### src/rtl/rhls_pkg.sv
`timescale 1ns / 1ps

package rhls_pkg;

  // One restoring-division step per cell; 16 quotient bits per divider.
  localparam int NUM_STEPS = 16;

  // Hue scale in 1/64 degree.
  localparam int HUE_SIXTH = 3840;
  localparam int HUE_TURN  = 23040;

  typedef enum logic [1:0] {
    SECT_RED,
    SECT_GREEN,
    SECT_BLUE
  } sector_t;

  // Word handed from cell to cell. Each divider keeps a partial remainder
  // and a shift word that loses dividend bits at the top and gains
  // quotient bits at the bottom.
  typedef struct packed {
    logic [7:0]  sat_den;
    logic [7:0]  sat_rem;
    logic [15:0] sat_nq;
    logic [7:0]  hue_den;
    logic [7:0]  hue_rem;
    logic [15:0] hue_nq;
    logic        hue_neg;
    sector_t     sector;
    logic [15:0] lightness;
    logic        achromatic;
  } div_word_t;

endpackage

### src/rtl/rhls_if.sv
`timescale 1ns / 1ps

interface rhls_in_if;
  logic       valid;
  logic       ready;
  logic [7:0] red;
  logic [7:0] green;
  logic [7:0] blue;

  modport source (output valid, output red, output green, output blue, input ready);
  modport sink   (input valid, input red, input green, input blue, output ready);
endinterface

interface rhls_out_if;
  logic        valid;
  logic        ready;
  logic [14:0] hue;
  logic [15:0] lightness;
  logic [15:0] saturation;
  logic        achromatic;

  modport source (output valid, output hue, output lightness, output saturation,
                  output achromatic, input ready);
  modport sink   (input valid, input hue, input lightness, input saturation,
                  input achromatic, output ready);
endinterface

### src/rtl/rhls_prep.sv
`timescale 1ns / 1ps

module rhls_prep (
  input  logic                clk,
  input  logic                rst,
  input  logic                up_valid,
  output logic                up_ready,
  input  logic [7:0]          red,
  input  logic [7:0]          green,
  input  logic [7:0]          blue,
  output logic                down_valid,
  input  logic                down_ready,
  output rhls_pkg::div_word_t down_word
);
  import rhls_pkg::*;

  logic [7:0]  mx;
  logic [7:0]  mn;
  logic [8:0]  sum;
  logic [8:0]  den_wide;
  logic [7:0]  diff;
  logic [7:0]  hue_a;
  logic [7:0]  hue_b;
  logic        hue_neg;
  logic [7:0]  hue_mag;
  logic [19:0] hue_num;
  logic [23:0] sat_num;
  logic [16:0] light_wide;
  sector_t     sector;
  div_word_t   word_next;

  always_comb begin
    mx = red;
    mn = red;
    if (green > mx) mx = green;
    if (blue > mx) mx = blue;
    if (green < mn) mn = green;
    if (blue < mn) mn = blue;
  end

  always_comb begin
    if (red == mx) begin
      sector = SECT_RED;
    end else if (green == mx) begin
      sector = SECT_GREEN;
    end else begin
      sector = SECT_BLUE;
    end
  end

  always_comb begin
    case (sector)
      SECT_RED: begin
        hue_a = green;
        hue_b = blue;
      end
      SECT_GREEN: begin
        hue_a = blue;
        hue_b = red;
      end
      default: begin
        hue_a = red;
        hue_b = green;
      end
    endcase
  end

  assign hue_neg  = hue_a < hue_b;
  assign hue_mag  = hue_neg ? (hue_b - hue_a) : (hue_a - hue_b);
  // 3840 * mag = 4096 * mag - 256 * mag
  assign hue_num  = {hue_mag, 12'b0} - {4'b0, hue_mag, 8'b0};

  assign sum      = {1'b0, mx} + {1'b0, mn};
  assign diff     = mx - mn;
  assign den_wide = sum[8] ? (9'd510 - sum) : sum;
  // 65535 * diff
  assign sat_num  = {diff, 16'b0} - {16'b0, diff};
  // 65535 * sum / 510 = 257 * sum / 2
  assign light_wide = {sum, 8'b0} + {8'b0, sum};

  always_comb begin
    word_next.sat_den    = den_wide[7:0];
    word_next.sat_rem    = sat_num[23:16];
    word_next.sat_nq     = sat_num[15:0];
    word_next.hue_den    = diff;
    word_next.hue_rem    = {4'b0, hue_num[19:16]};
    word_next.hue_nq     = hue_num[15:0];
    word_next.hue_neg    = hue_neg;
    word_next.sector     = sector;
    word_next.lightness  = light_wide[16:1];
    word_next.achromatic = (diff == 8'd0);
  end

  assign up_ready = !down_valid || down_ready;

  always_ff @(posedge clk) begin
    if (rst) begin
      down_valid <= 1'b0;
    end else if (up_ready) begin
      down_valid <= up_valid;
    end
  end

  always_ff @(posedge clk) begin
    if (up_valid && up_ready) begin
      down_word <= word_next;
    end
  end

endmodule

### src/rtl/rhls_cell.sv
`timescale 1ns / 1ps

module rhls_cell (
  input  logic                clk,
  input  logic                rst,
  input  logic                up_valid,
  output logic                up_ready,
  input  rhls_pkg::div_word_t up_word,
  output logic                down_valid,
  input  logic                down_ready,
  output rhls_pkg::div_word_t down_word
);
  import rhls_pkg::*;

  logic [8:0] sat_trial;
  logic [8:0] hue_trial;
  logic       sat_q;
  logic       hue_q;
  div_word_t  word_next;

  // Restoring step: bring down the next dividend bit, subtract if it fits.
  assign sat_trial = {up_word.sat_rem, up_word.sat_nq[15]};
  assign hue_trial = {up_word.hue_rem, up_word.hue_nq[15]};
  assign sat_q     = sat_trial >= {1'b0, up_word.sat_den};
  assign hue_q     = hue_trial >= {1'b0, up_word.hue_den};

  always_comb begin
    word_next         = up_word;
    word_next.sat_rem = sat_q ? 8'(sat_trial - {1'b0, up_word.sat_den}) : sat_trial[7:0];
    word_next.sat_nq  = {up_word.sat_nq[14:0], sat_q};
    word_next.hue_rem = hue_q ? 8'(hue_trial - {1'b0, up_word.hue_den}) : hue_trial[7:0];
    word_next.hue_nq  = {up_word.hue_nq[14:0], hue_q};
  end

  assign up_ready = !down_valid || down_ready;

  always_ff @(posedge clk) begin
    if (rst) begin
      down_valid <= 1'b0;
    end else if (up_ready) begin
      down_valid <= up_valid;
    end
  end

  always_ff @(posedge clk) begin
    if (up_valid && up_ready) begin
      down_word <= word_next;
    end
  end

endmodule

### src/rtl/rhls_post.sv
`timescale 1ns / 1ps

module rhls_post (
  input  logic                clk,
  input  logic                rst,
  input  logic                up_valid,
  output logic                up_ready,
  input  rhls_pkg::div_word_t up_word,
  output logic                down_valid,
  input  logic                down_ready,
  output logic [14:0]         hue,
  output logic [15:0]         lightness,
  output logic [15:0]         saturation,
  output logic                achromatic
);
  import rhls_pkg::*;

  logic [12:0] hue_mag;
  logic [15:0] hue_base;
  logic [15:0] hue_raw;
  logic [15:0] hue_wrap;

  // Floor toward minus infinity: a negative quotient with a remainder
  // grows by one in magnitude.
  assign hue_mag = {1'b0, up_word.hue_nq[11:0]}
                 + {12'b0, up_word.hue_neg && (up_word.hue_rem != 8'd0)};

  always_comb begin
    case (up_word.sector)
      SECT_RED:   hue_base = 16'd0;
      SECT_GREEN: hue_base = 16'(2 * HUE_SIXTH);
      default:    hue_base = 16'(4 * HUE_SIXTH);
    endcase
  end

  assign hue_raw  = up_word.hue_neg ? (hue_base - {3'b0, hue_mag})
                                    : (hue_base + {3'b0, hue_mag});
  assign hue_wrap = hue_raw[15] ? (hue_raw + 16'(HUE_TURN)) : hue_raw;

  assign up_ready = !down_valid || down_ready;

  always_ff @(posedge clk) begin
    if (rst) begin
      down_valid <= 1'b0;
    end else if (up_ready) begin
      down_valid <= up_valid;
    end
  end

  always_ff @(posedge clk) begin
    if (up_valid && up_ready) begin
      hue        <= up_word.achromatic ? 15'd0 : hue_wrap[14:0];
      lightness  <= up_word.lightness;
      saturation <= up_word.achromatic ? 16'd0 : up_word.sat_nq;
      achromatic <= up_word.achromatic;
    end
  end

endmodule

### src/rtl/rgb_to_hls_converter.sv
`timescale 1ns / 1ps

// RGB to HLS converter for 8-bit pixels.
// Channels: pixel (sink) takes red/green/blue; result (source) gives hue in
// 1/64 degree (0..23039), lightness and saturation as 16-bit fractions
// (65535 = 1.0) and an achromatic flag. A word moves on valid && ready.
// Structure: one prep stage (max/min, numerators, lightness), a row of 16
// identical division cells, then one output stage (hue floor and wrap).
// Each cell retires one quotient bit of both the saturation and the hue
// division and hands its word to the next cell.
// Pipeline: 18 register stages; a pixel's word passes through the prep
// register, each cell register in turn and then the output register.
// Throughput: one pixel per cycle unless result stalls; pixels are independent.
// Each stage holds its word while the next one is full and stalled, so a
// stall at result backs up stage by stage; empty stages still take words,
// so pixel.ready stays high until every stage is occupied.
// Reset (rst, synchronous) empties every stage; no word is in flight after.
module rgb_to_hls_converter (
  input logic       clk,
  input logic       rst,
  rhls_in_if.sink   pixel,
  rhls_out_if.source result
);
  import rhls_pkg::*;

  // Handshake and word at each boundary of the cell row.
  logic      chain_valid [NUM_STEPS+1];
  logic      chain_ready [NUM_STEPS+1];
  div_word_t chain_word  [NUM_STEPS+1];

  rhls_prep u_prep (
    .clk        (clk),
    .rst        (rst),
    .up_valid   (pixel.valid),
    .up_ready   (pixel.ready),
    .red        (pixel.red),
    .green      (pixel.green),
    .blue       (pixel.blue),
    .down_valid (chain_valid[0]),
    .down_ready (chain_ready[0]),
    .down_word  (chain_word[0])
  );

  // Division row: cell k produces quotient bit 15-k of both dividers.
  for (genvar k = 0; k < NUM_STEPS; k++) begin : g_cell
    rhls_cell u_cell (
      .clk        (clk),
      .rst        (rst),
      .up_valid   (chain_valid[k]),
      .up_ready   (chain_ready[k]),
      .up_word    (chain_word[k]),
      .down_valid (chain_valid[k+1]),
      .down_ready (chain_ready[k+1]),
      .down_word  (chain_word[k+1])
    );
  end

  // Output register: hue sign fix, wrap into one turn, achromatic override.
  rhls_post u_post (
    .clk        (clk),
    .rst        (rst),
    .up_valid   (chain_valid[NUM_STEPS]),
    .up_ready   (chain_ready[NUM_STEPS]),
    .up_word    (chain_word[NUM_STEPS]),
    .down_valid (result.valid),
    .down_ready (result.ready),
    .hue        (result.hue),
    .lightness  (result.lightness),
    .saturation (result.saturation),
    .achromatic (result.achromatic)
  );

`ifndef ASSERT_OFF
  // Achromatic words carry no hue and no saturation.
  a_achro_zero: assert property (@(posedge clk) disable iff (rst)
    result.valid && result.achromatic |-> result.hue == 15'd0 && result.saturation == 16'd0)
    else $error("achromatic result with nonzero hue or saturation");

  // Hue always wrapped into one turn.
  a_hue_range: assert property (@(posedge clk) disable iff (rst)
    result.valid |-> result.hue < 15'(HUE_TURN))
    else $error("hue outside one turn");

  // A chromatic pixel has diff >= 1 and den <= 255, so saturation >= 257.
  a_sat_floor: assert property (@(posedge clk) disable iff (rst)
    result.valid && !result.achromatic |-> result.saturation >= 16'd257)
    else $error("chromatic result with saturation below 257");

  // A chromatic pixel has 1 <= max+min <= 509: lightness never at an end.
  a_light_open: assert property (@(posedge clk) disable iff (rst)
    result.valid && !result.achromatic |->
      result.lightness != 16'd0 && result.lightness != 16'hFFFF)
    else $error("chromatic result with lightness at an end of the range");

  // The first stage takes a word whenever it is empty.
  a_prep_take: assert property (@(posedge clk) disable iff (rst)
    !chain_valid[0] |-> pixel.ready)
    else $error("pixel stalled while the first stage is empty");
`endif

endmodule
### src/flat_wrapper.sv
// flat-port wrapper written by rule: the top's interface ports become plain ports
module rgb_to_hls_converter_flat import rhls_pkg::*;
  (clk, rst, pixel_valid, pixel_red, pixel_green, pixel_blue, pixel_ready, result_valid, result_hue, result_lightness, result_saturation, result_achromatic, result_ready);
  rhls_in_if pixel_i ();
  rhls_out_if result_i ();
  input logic clk;
  input logic rst;
  input wire logic [$bits(pixel_i.valid)-1:0] pixel_valid;
  input wire logic [$bits(pixel_i.red)-1:0] pixel_red;
  input wire logic [$bits(pixel_i.green)-1:0] pixel_green;
  input wire logic [$bits(pixel_i.blue)-1:0] pixel_blue;
  output wire logic [$bits(pixel_i.ready)-1:0] pixel_ready;
  output wire logic [$bits(result_i.valid)-1:0] result_valid;
  output wire logic [$bits(result_i.hue)-1:0] result_hue;
  output wire logic [$bits(result_i.lightness)-1:0] result_lightness;
  output wire logic [$bits(result_i.saturation)-1:0] result_saturation;
  output wire logic [$bits(result_i.achromatic)-1:0] result_achromatic;
  input wire logic [$bits(result_i.ready)-1:0] result_ready;
  assign pixel_i.valid = pixel_valid;
  assign pixel_i.red = pixel_red;
  assign pixel_i.green = pixel_green;
  assign pixel_i.blue = pixel_blue;
  assign pixel_ready = pixel_i.ready;
  assign result_valid = result_i.valid;
  assign result_hue = result_i.hue;
  assign result_lightness = result_i.lightness;
  assign result_saturation = result_i.saturation;
  assign result_achromatic = result_i.achromatic;
  assign result_i.ready = result_ready;
  rgb_to_hls_converter u_core (.clk(clk), .rst(rst), .pixel(pixel_i), .result(result_i));
endmodule
### config.mk
export PLATFORM = sky130hd
export DESIGN_NAME = rgb_to_hls_converter_flat
export DESIGN_NICKNAME = d
export VERILOG_FILES = /design/src/rtl/rhls_pkg.sv /design/src/rtl/rhls_if.sv /design/src/rtl/rhls_prep.sv /design/src/rtl/rhls_cell.sv /design/src/rtl/rhls_post.sv /design/src/rtl/rgb_to_hls_converter.sv /design/src/flat_wrapper.sv
export SDC_FILE = /design/constraint.sdc
export NUM_CORES = 2
export LEC_CHECK = 0
export BUFFER_PORTS_ARGS = -buffer_cell sky130_fd_sc_hd__buf_2
export CAP_MARGIN = 30
export CORE_MARGIN = 4
export CORE_UTILIZATION = 50
export CTS_BUF_LIST = sky130_fd_sc_hd__clkbuf_8 sky130_fd_sc_hd__clkbuf_16
export DETAILED_ROUTE_END_ITERATION = 10
export PLACE_DENSITY_LB_ADDON = 0.25
export SYNTH_ARGS = -nofsm -noshare
export SYNTH_HDL_FRONTEND = slang
export SYNTH_SLANG_ARGS = --single-unit
### constraint.sdc
create_clock -name clk -period 12.3 [get_ports clk]
set_input_delay 2.46 -clock clk [delete_from_list [all_inputs] [get_ports clk]]
set_output_delay 2.46 -clock clk [all_outputs]
set_load 0.005 [all_outputs]
* After elaboration in Yosys (flattened, before gate mapping)
Cells that the tools add are included.
** Word-level totals
- Bits in registers :: 1462
- Bits in latches :: 0
- Memory bits (writable) :: 0
- ROM bits :: 0
- Bits of input ports :: 28
- Output and inout bits :: 50
- Word-level logic and storage cells :: 377
- Memories kept :: 0
** Cells by class
- Add/sub/neg operators :: 43
- Multiply operators :: 0
- Divide/modulo/power cells :: 0
- Order comparisons :: 37
- Eq/ne operators :: 4
- Shift operators :: 0
- Muxes and demuxes :: 44
- Bitwise gates (word level) :: 0
- Reductions and logical operators :: 59
** Operators with widths (number)
- 8-bit two-way mux :: 36
- 9-bit by 8-bit >= comparator with 1-bit output :: 31
- 8-bit subtractor :: 33
- 8-bit case mux with 2 select lines :: 2
- 14-bit case mux with 2 select lines :: 1
- 8-bit < comparator :: 3
- 24-bit by 8-bit subtractor with 24-bit output :: 1
- 20-bit by 16-bit subtractor with 20-bit output :: 1
- 1-bit logical AND :: 19
- 1-bit logical NOT :: 18
- 1-bit logical OR :: 18
- 17-bit by 9-bit adder with 17-bit output :: 1
- 16-bit by 13-bit adder with 16-bit output :: 1
- 8-bit == test :: 2
- 8-bit > comparator :: 2
- 16-bit two-way mux :: 1
- 16-bit by 13-bit subtractor with 16-bit output :: 1
- 15-bit adder, second input constant :: 1
- 15-bit two-way mux :: 1
- 12-bit by 1-bit adder with 13-bit output :: 1
- 8-bit by 8-bit adder with 9-bit output :: 1
- 5-bit by 8-bit >= comparator with 1-bit output :: 1
- 8-bit logical NOT :: 1
- 8-bit nonzero test :: 1
- other kinds (6) :: 9

* Depth between registers and ports, before layout
- Word-level depth :: 20
- Mapped depth :: 37
- Depth with buffers taken out :: 33

* Modules after synthesis
A second synthesis with hierarchy kept.
** Second synthesis, totals
- Cells, all modules :: 4356
- Area total of the unflattened synthesis :: 66064.6 µm²
** By module, submodules not included
- rhls_cell at u_core.g_cell[14].u_cell ... :: times used 9, cells an instance 220, area each 3582.2 µm², seq. area each 2542.4 µm²
- rhls_cell at u_core.g_cell[0].u_cell ... :: times used 6, cells an instance 215, area each 3562.2 µm², seq. area each 2542.4 µm²
- rhls_prep :: times used 1, cells an instance 610, area each 6108.4 µm², seq. area each 2092.0 µm²
- rhls_cell at u_core.g_cell[13].u_cell :: times used 1, cells an instance 223, area each 3570.9 µm², seq. area each 2542.4 µm²
- rhls_post :: times used 1, cells an instance 253, area each 2772.7 µm², seq. area each 1461.4 µm²

* Worst setup path after synthesis
Ideal clock, no wire load.
- Kind :: in2reg
- Start :: in pixel_green[0]
- End :: reg u_core.u_prep.down_word[39] (netlist bit), data pin
- Library setup time :: 264 ps
- Data arrival time :: 9280 ps
- Data required time :: 12036 ps
- Setup slack :: 2756 ps
- Stages on the path :: 35
- Buffers on the path :: 3
- Cells stage by stage :: clkbuf_1 inv_1 ha_1 nor2b_1 o211ai_1 a21oi_1 o21ba_2 buf_2 mux2i_1 inv_1 ha_1 nor2b_1 o21a_1 o21ai_1 a211oi_2 nor2_2 or4_4 o211ai_2 o2111ai_2 buf_6 mux2_4 ha_1 fa_1 nand3b_1 a21oi_1 nor2_2 mux2_2 a21oi_1 xnor2_1 ha_1 and3_1 a221oi_1 a311o_1 nand3_1 xor2_1
** Between the ends
- Longest elaborated chain between the ends :: 12
- Elaborated cells between the ends (all ways) :: 17
- Classes of those cells :: add/sub (3); order compare (3); eq/ne (3); mux (7); reduce/logical (1)
** Ends and longest elaborated chain
- start, declared :: RTL line flat_wrapper.sv:10 : input wire logic [$bits(pixel_i.green)-1:0] pixel_green;
- 8-bit > comparator :: RTL line rhls_prep.sv:35 : if (green > mx) mx = green;
- 8-bit two-way mux :: RTL line rhls_prep.sv:35
- 8-bit > comparator :: RTL line rhls_prep.sv:36 : if (blue > mx) mx = blue;
- 8-bit two-way mux :: RTL line rhls_prep.sv:36
- 8-bit == test :: RTL line rhls_prep.sv:44 : end else if (green == mx) begin
- 2-bit two-way mux :: RTL line rhls_prep.sv:44
- 2-bit two-way mux :: RTL line rhls_prep.sv:42 : if (red == mx) begin
- 2-bit by 1-bit == test with 1-bit output or 2-bit logical NOT (tied branches) :: RTL line rhls_prep.sv:52 : case (sector)
- 8-bit case mux with 2 select lines :: RTL line rhls_prep.sv:52
- 8-bit < comparator (*) :: RTL line rhls_prep.sv:68 : assign hue_neg = hue_a < hue_b;
- net u_core.u_prep.hue_neg :: RTL line rhls_prep.sv:24 : logic hue_neg;
- 8-bit two-way mux (*) :: RTL line rhls_prep.sv:69 : assign hue_mag = hue_neg ? (hue_b - hue_a) : (hue_a - hue_b);
- 20-bit by 16-bit subtractor with 20-bit output (*) :: RTL line rhls_prep.sv:71 : assign hue_num = {hue_mag, 12'b0} - {4'b0, hue_mag, 8'b0};
- net u_core.u_prep.hue_num[19] :: RTL line rhls_prep.sv:26 : logic [19:0] hue_num;
- end signal, assigned :: RTL line rhls_prep.sv:106 : down_word <= word_next;
- end, declared :: RTL line rhls_prep.sv:13 : output rhls_pkg::div_word_t down_word
Mark *: on every way through the listed nets, which the timed path passes. The rest lies on a longest branch.
A chain may end at the register's enable or synchronous reset.

* Final worst setup path
- Start :: in pixel_red[1]
- End :: reg u_core.u_prep.down_word[39] (netlist bit), data pin
** Between the ends
- Longest elaborated chain between the ends :: 12
- Elaborated cells between the ends (all ways) :: 17
- Classes of those cells :: add/sub (3); order compare (3); eq/ne (3); mux (7); reduce/logical (1)
** Ends and longest elaborated chain
- start, declared :: RTL line flat_wrapper.sv:9 : input wire logic [$bits(pixel_i.red)-1:0] pixel_red;
- 8-bit > comparator :: RTL line rhls_prep.sv:35
- 8-bit two-way mux :: RTL line rhls_prep.sv:35
- 8-bit > comparator :: RTL line rhls_prep.sv:36
- 8-bit two-way mux :: RTL line rhls_prep.sv:36
- 8-bit == test :: RTL line rhls_prep.sv:44
- 2-bit two-way mux :: RTL line rhls_prep.sv:44
- 2-bit two-way mux :: RTL line rhls_prep.sv:42
- 2-bit by 1-bit == test with 1-bit output or 2-bit logical NOT (tied branches) :: RTL line rhls_prep.sv:52
- 8-bit case mux with 2 select lines :: RTL line rhls_prep.sv:52
- 8-bit < comparator (*) :: RTL line rhls_prep.sv:68
- net u_core.u_prep.hue_neg :: RTL line rhls_prep.sv:24
- 8-bit two-way mux (*) :: RTL line rhls_prep.sv:69
- 20-bit by 16-bit subtractor with 20-bit output (*) :: RTL line rhls_prep.sv:71
- net u_core.u_prep.hue_num[19] :: RTL line rhls_prep.sv:26
Marked as above.

==> reports/qor.csv <==
stage,metric,value,unit
run_status,status,finished clean,
synth,synthAdderAreaFrac,8.58,%
timing,tightest_slew,1.02,ns
cts,postCtsResizedCells,0,
setup_path,cp.required,12.76,ns
timing,post-route-min-period,10.08,ns
timing,fmax,99.2,MHz
cells_and_area,fin_util,56.8,%
synth,synth-main-ff-cell,edfxtp_1,
cts,cts_max_level,4,
timing,slew-limit-headroom,31.8,%
detailed_routing,drc,0,
power,vdd_ir_drop_max,0.128,mV
job,drv_cap,0,
cts,cts.reportedPaths.clkPinSlew,0.06,ns
die,die_area,0.118,mm²
detailed_routing,drt_iter0_markers,1302,
cts,cts_setup_buffers,0,
setup_path,r2r-end,u_core.u_post.hue[14],
setup_path,cp-startpoint,pixel_red[1],
setup_path,crit_fanout,25,
setup_path,cp-end-kind,flip-flop,
synth,synth_cell_types,79,
synth,synthSimpleGateAreaFrac,6.15,%
cts,insertion_delay,0.72,ns
cells_and_area,area_growth,12.1,%
timing,tns,0,ns
detailed_routing,drtAntennaViolNets,0,
die,die_x,343,µm
timing,final_max_slew_viol_count,0,
setup_path,cp_top_family,compound AO/OA/AOI/OAI gates,
synth,syn_inst,3839,
setup_path,reg2reg_slack,6.55,ns
grt,gr-usage-all-layers,16.0,%
cts,clockRootBuffer,clkbuf_16,
timing,finalSetupViolations,0,
die,io_pins,78,
detailed_routing,vias,28835,
synth,synth_top_family_by_area,adder cells,
synth,synth_xor_area_share,2.83,%
cells_and_area,final_cell_mix,"edfxtp_1, inv_1, ha_1, nor2_1, o21ai_0",
synth,seq_area_frac_synth,67.6,%
placed_design,dp_hpwl,65400,µm
grt,grt_overflow_total,0,
placed_design,portBuffers,77,
setup_path,arrival,10.54,ns
die,num_rows,122,
setup_path,slowest_delay,0.68,ns
worst_hold_path,worstHoldStart,u_core.g_cell[12].u_cell.down_word[53],
placed_design,gp_congestion,0.842,
synth,synth-seq-cells,1272,
setup_path,crit_cells,33,
cts,cts_tree,done,
cts,clk_path_buf_depth,3,
cts,cts_sinks,1272,
synth,syn_avg_cell_area,14.7,µm²
synth,synth_area,0.0563,mm²
setup_path,cp-start-kind,input pin,
power,leakage,23.6,nW
cts,numCtsBuffers,133,
die,die_h,343,µm
grt,grt_start_max_net_pins,72,
grt,grt_pass1_wl,150000,µm
synth,synth_compound_area_share,6.02,%
die,initial_utilization,50.6,%
setup_path,crit_type,input pin to flip-flop,
power,p_per_area,166,mW/mm²
cells_and_area,drive_gt1_share,12.5,%
synth,synth_nets,4231,
cts,holdBufCountCts,0,
die,core,0.111,mm²
detailed_routing,drtPass1Iterations,5,
synth,synthMuxAreaShare,5.45,%
setup_path,crit_end,u_core.u_prep.down_word[39],
grt,grt_pass1_vias,29482,
setup_path,r2r_start,u_core.g_cell[15].u_cell.down_word[19],
cells_and_area,layout.nets,4439,
synth,ys_async_sr_fraction,0,%
detailed_routing,drt-total-wl,92500,µm
cells_and_area,n_antenna_cell,0,
cells_and_area,final_common_cell,edfxtp_1,
detailed_routing,wire_per_inst,16.4,µm
timing,finalCritPeriodShare,82.0,%
timing,rsz0062_at_grt,no,
setup_path,cp_slowest_cell,nor2_2,
worst_hold_path,hold_path.class,flip-flop to flip-flop,
setup_path,path_buf_inv,3,
timing,hold_viol,0,
detailed_routing,vias_per_cell,5.11,
grt,antenna_found_initial,0,
synth,yosys_warnings,0,
setup_path,r2r_cells,16,
synth,synth_edf_count,1254,
timing,fin_worst_skew,0.0182,ns
==> worst reg2reg max path, cell delays in order, from the launching register on <==
cell and delay, ns:
edfxtp_1 0.69, clkinv_1 0.50, a21oi_1 0.25, ha_1 0.38
ha_1 0.42, and2_1 0.24, and3_1 0.21, and4_1 0.27
xor2_1 0.30, ha_1 0.35, or2_2 0.32, a2111oi_0 0.50
o21bai_1 0.15, a31oi_1 0.24, xor2_1 0.15, or3_1 0.38
a21oi_1 0.21
==> layer usage <==
layer / up-vias / global-route usage (%) / wire length (µm)
met3: 182 / 2.59 / 2480
met4: 0 / 6.72 / 3310
met1: 13900 / 18.0 / 37400
met5: - / 0 / 0
met2: 364 / 29.9 / 49300
li1: 14389 / - / -
==> cells in the mapped netlist (all sizes together) (3+ instances only) <==
library cell | n | share of area, %
mux2 | 181 | 3.7
a211oi | 5 | 0.085
nor2 | 327 | 2.2
a31oi | 9 | 0.10
and4 | 3 | 0.047
buf | 11 | 0.12
o21a | 4 | 0.053
a311oi | 31 | 0.48
nor2b | 94 | 1.0
and3 | 14 | 0.17
xor2 | 66 | 1.0
inv | 467 | 3.1
nor3 | 10 | 0.12
o31ai | 5 | 0.076
o21ai | 188 | 1.7
a21o | 48 | 0.64
o21bai | 10 | 0.14
o22ai | 4 | 0.044
edfxtp | 1254 | 67
or2 | 3 | 0.033
xnor2 | 116 | 1.8
nand3 | 27 | 0.25
nor4b | 3 | 0.058
nand2b | 41 | 0.46
and2 | 9 | 0.10
nand4 | 66 | 0.73
dfxtp | 18 | 0.64
clkbuf | 21 | 0.14
or3 | 3 | 0.033
fa | 36 | 1.3
a221oi | 4 | 0.085
a21oi | 82 | 0.73
nor4 | 7 | 0.089
mux2i | 98 | 1.7
nand2 | 110 | 0.74
a21boi | 98 | 1.3
ha | 328 | 7.3
o21ba | 3 | 0.053
a2111oi | 8 | 0.21
o211ai | 4 | 0.062
==> registers in the layout, summed over array words and instances, names as in the netlist <==
signal,cells
u_core.u_post.saturation,16
u_core.u_post.achromatic,1
u_core.u_post.hue,15
u_core.u_prep.down_word,69
u_core.u_prep.down_valid,1
u_core.g_cell.u_cell.down_word,1137
u_core.u_post.down_valid,1
u_core.u_post.lightness,16
u_core.g_cell.u_cell.down_valid,16
==> worst min path at each step <==
stage | to | depth (start not counted) | slack [ns]
2_1_floorplan | u_core.g_cell[0].u_cell.down_word[0] | 0 | 0.40
3_3_place_gp | u_core.g_cell[6].u_cell.down_word[1] | 0 | 0.40
3_5_place_dp | u_core.g_cell[0].u_cell.down_word[64] | 0 | 0.40
4_1_cts | u_core.g_cell[9].u_cell.down_word[16] | 0 | 0.40
5_1_grt | u_core.g_cell[6].u_cell.down_word[22] | 0 | 0.41
6_report | u_core.g_cell[13].u_cell.down_word[54] | 0 | 0.41
==> logic make-up (layout without fill, tap and decap cells) <==
family                   count (synthesis)  in the layout
flip-flops                            1272           1272
multiplexers                           279            279
AND/OR/NAND/NOR                        723            723
buffers and inverters                  500            813
XOR/XNOR                               182            182
AO/OA/AOI/OAI                          519            519
adder cells (fa/ha/maj)                364            364
==> cell type report <==
cell class | count | area [µm²]
Multi-Input combinational cell | 2067 | 16500
Fill cell | 8731 | 48100
Inverter | 468 | 1760
Timing Repair Buffer | 105 | 628
Clock inverter | 105 | 913
Tap cell | 1488 | 1860
Clock buffer | 135 | 3380
Sequential cell | 1272 | 38000
==> stage by stage <==
step / total power (W) / cells / instance area [µm²] / setup slack [ns] / hold WS (ns)
after CTS: 0.0106 / 5638 / 63000 / 1.91 / 0.399
after floorplan: 0.00631 / 3839 / 56300 / 2.76 / 0.400
after global placement: 0.00668 / 5397 / 58700 / 1.13 / 0.400
final: 0.0105 / 5640 / 63100 / 2.22 / 0.409
after detailed placement: 0.00670 / 5398 / 58700 / 1.15 / 0.405
after global routing: 0.0110 / 5640 / 63100 / 1.49 / 0.410
==> power by group <==
part | switching (W) | internal (W)
logic | 0.000838 | 0.000628
clock network | 0.00161 | 0.00224
registers | 0.000106 | 0.00504
total | 0.00255 | 0.00792
Power figures use the tool's default switching activity.
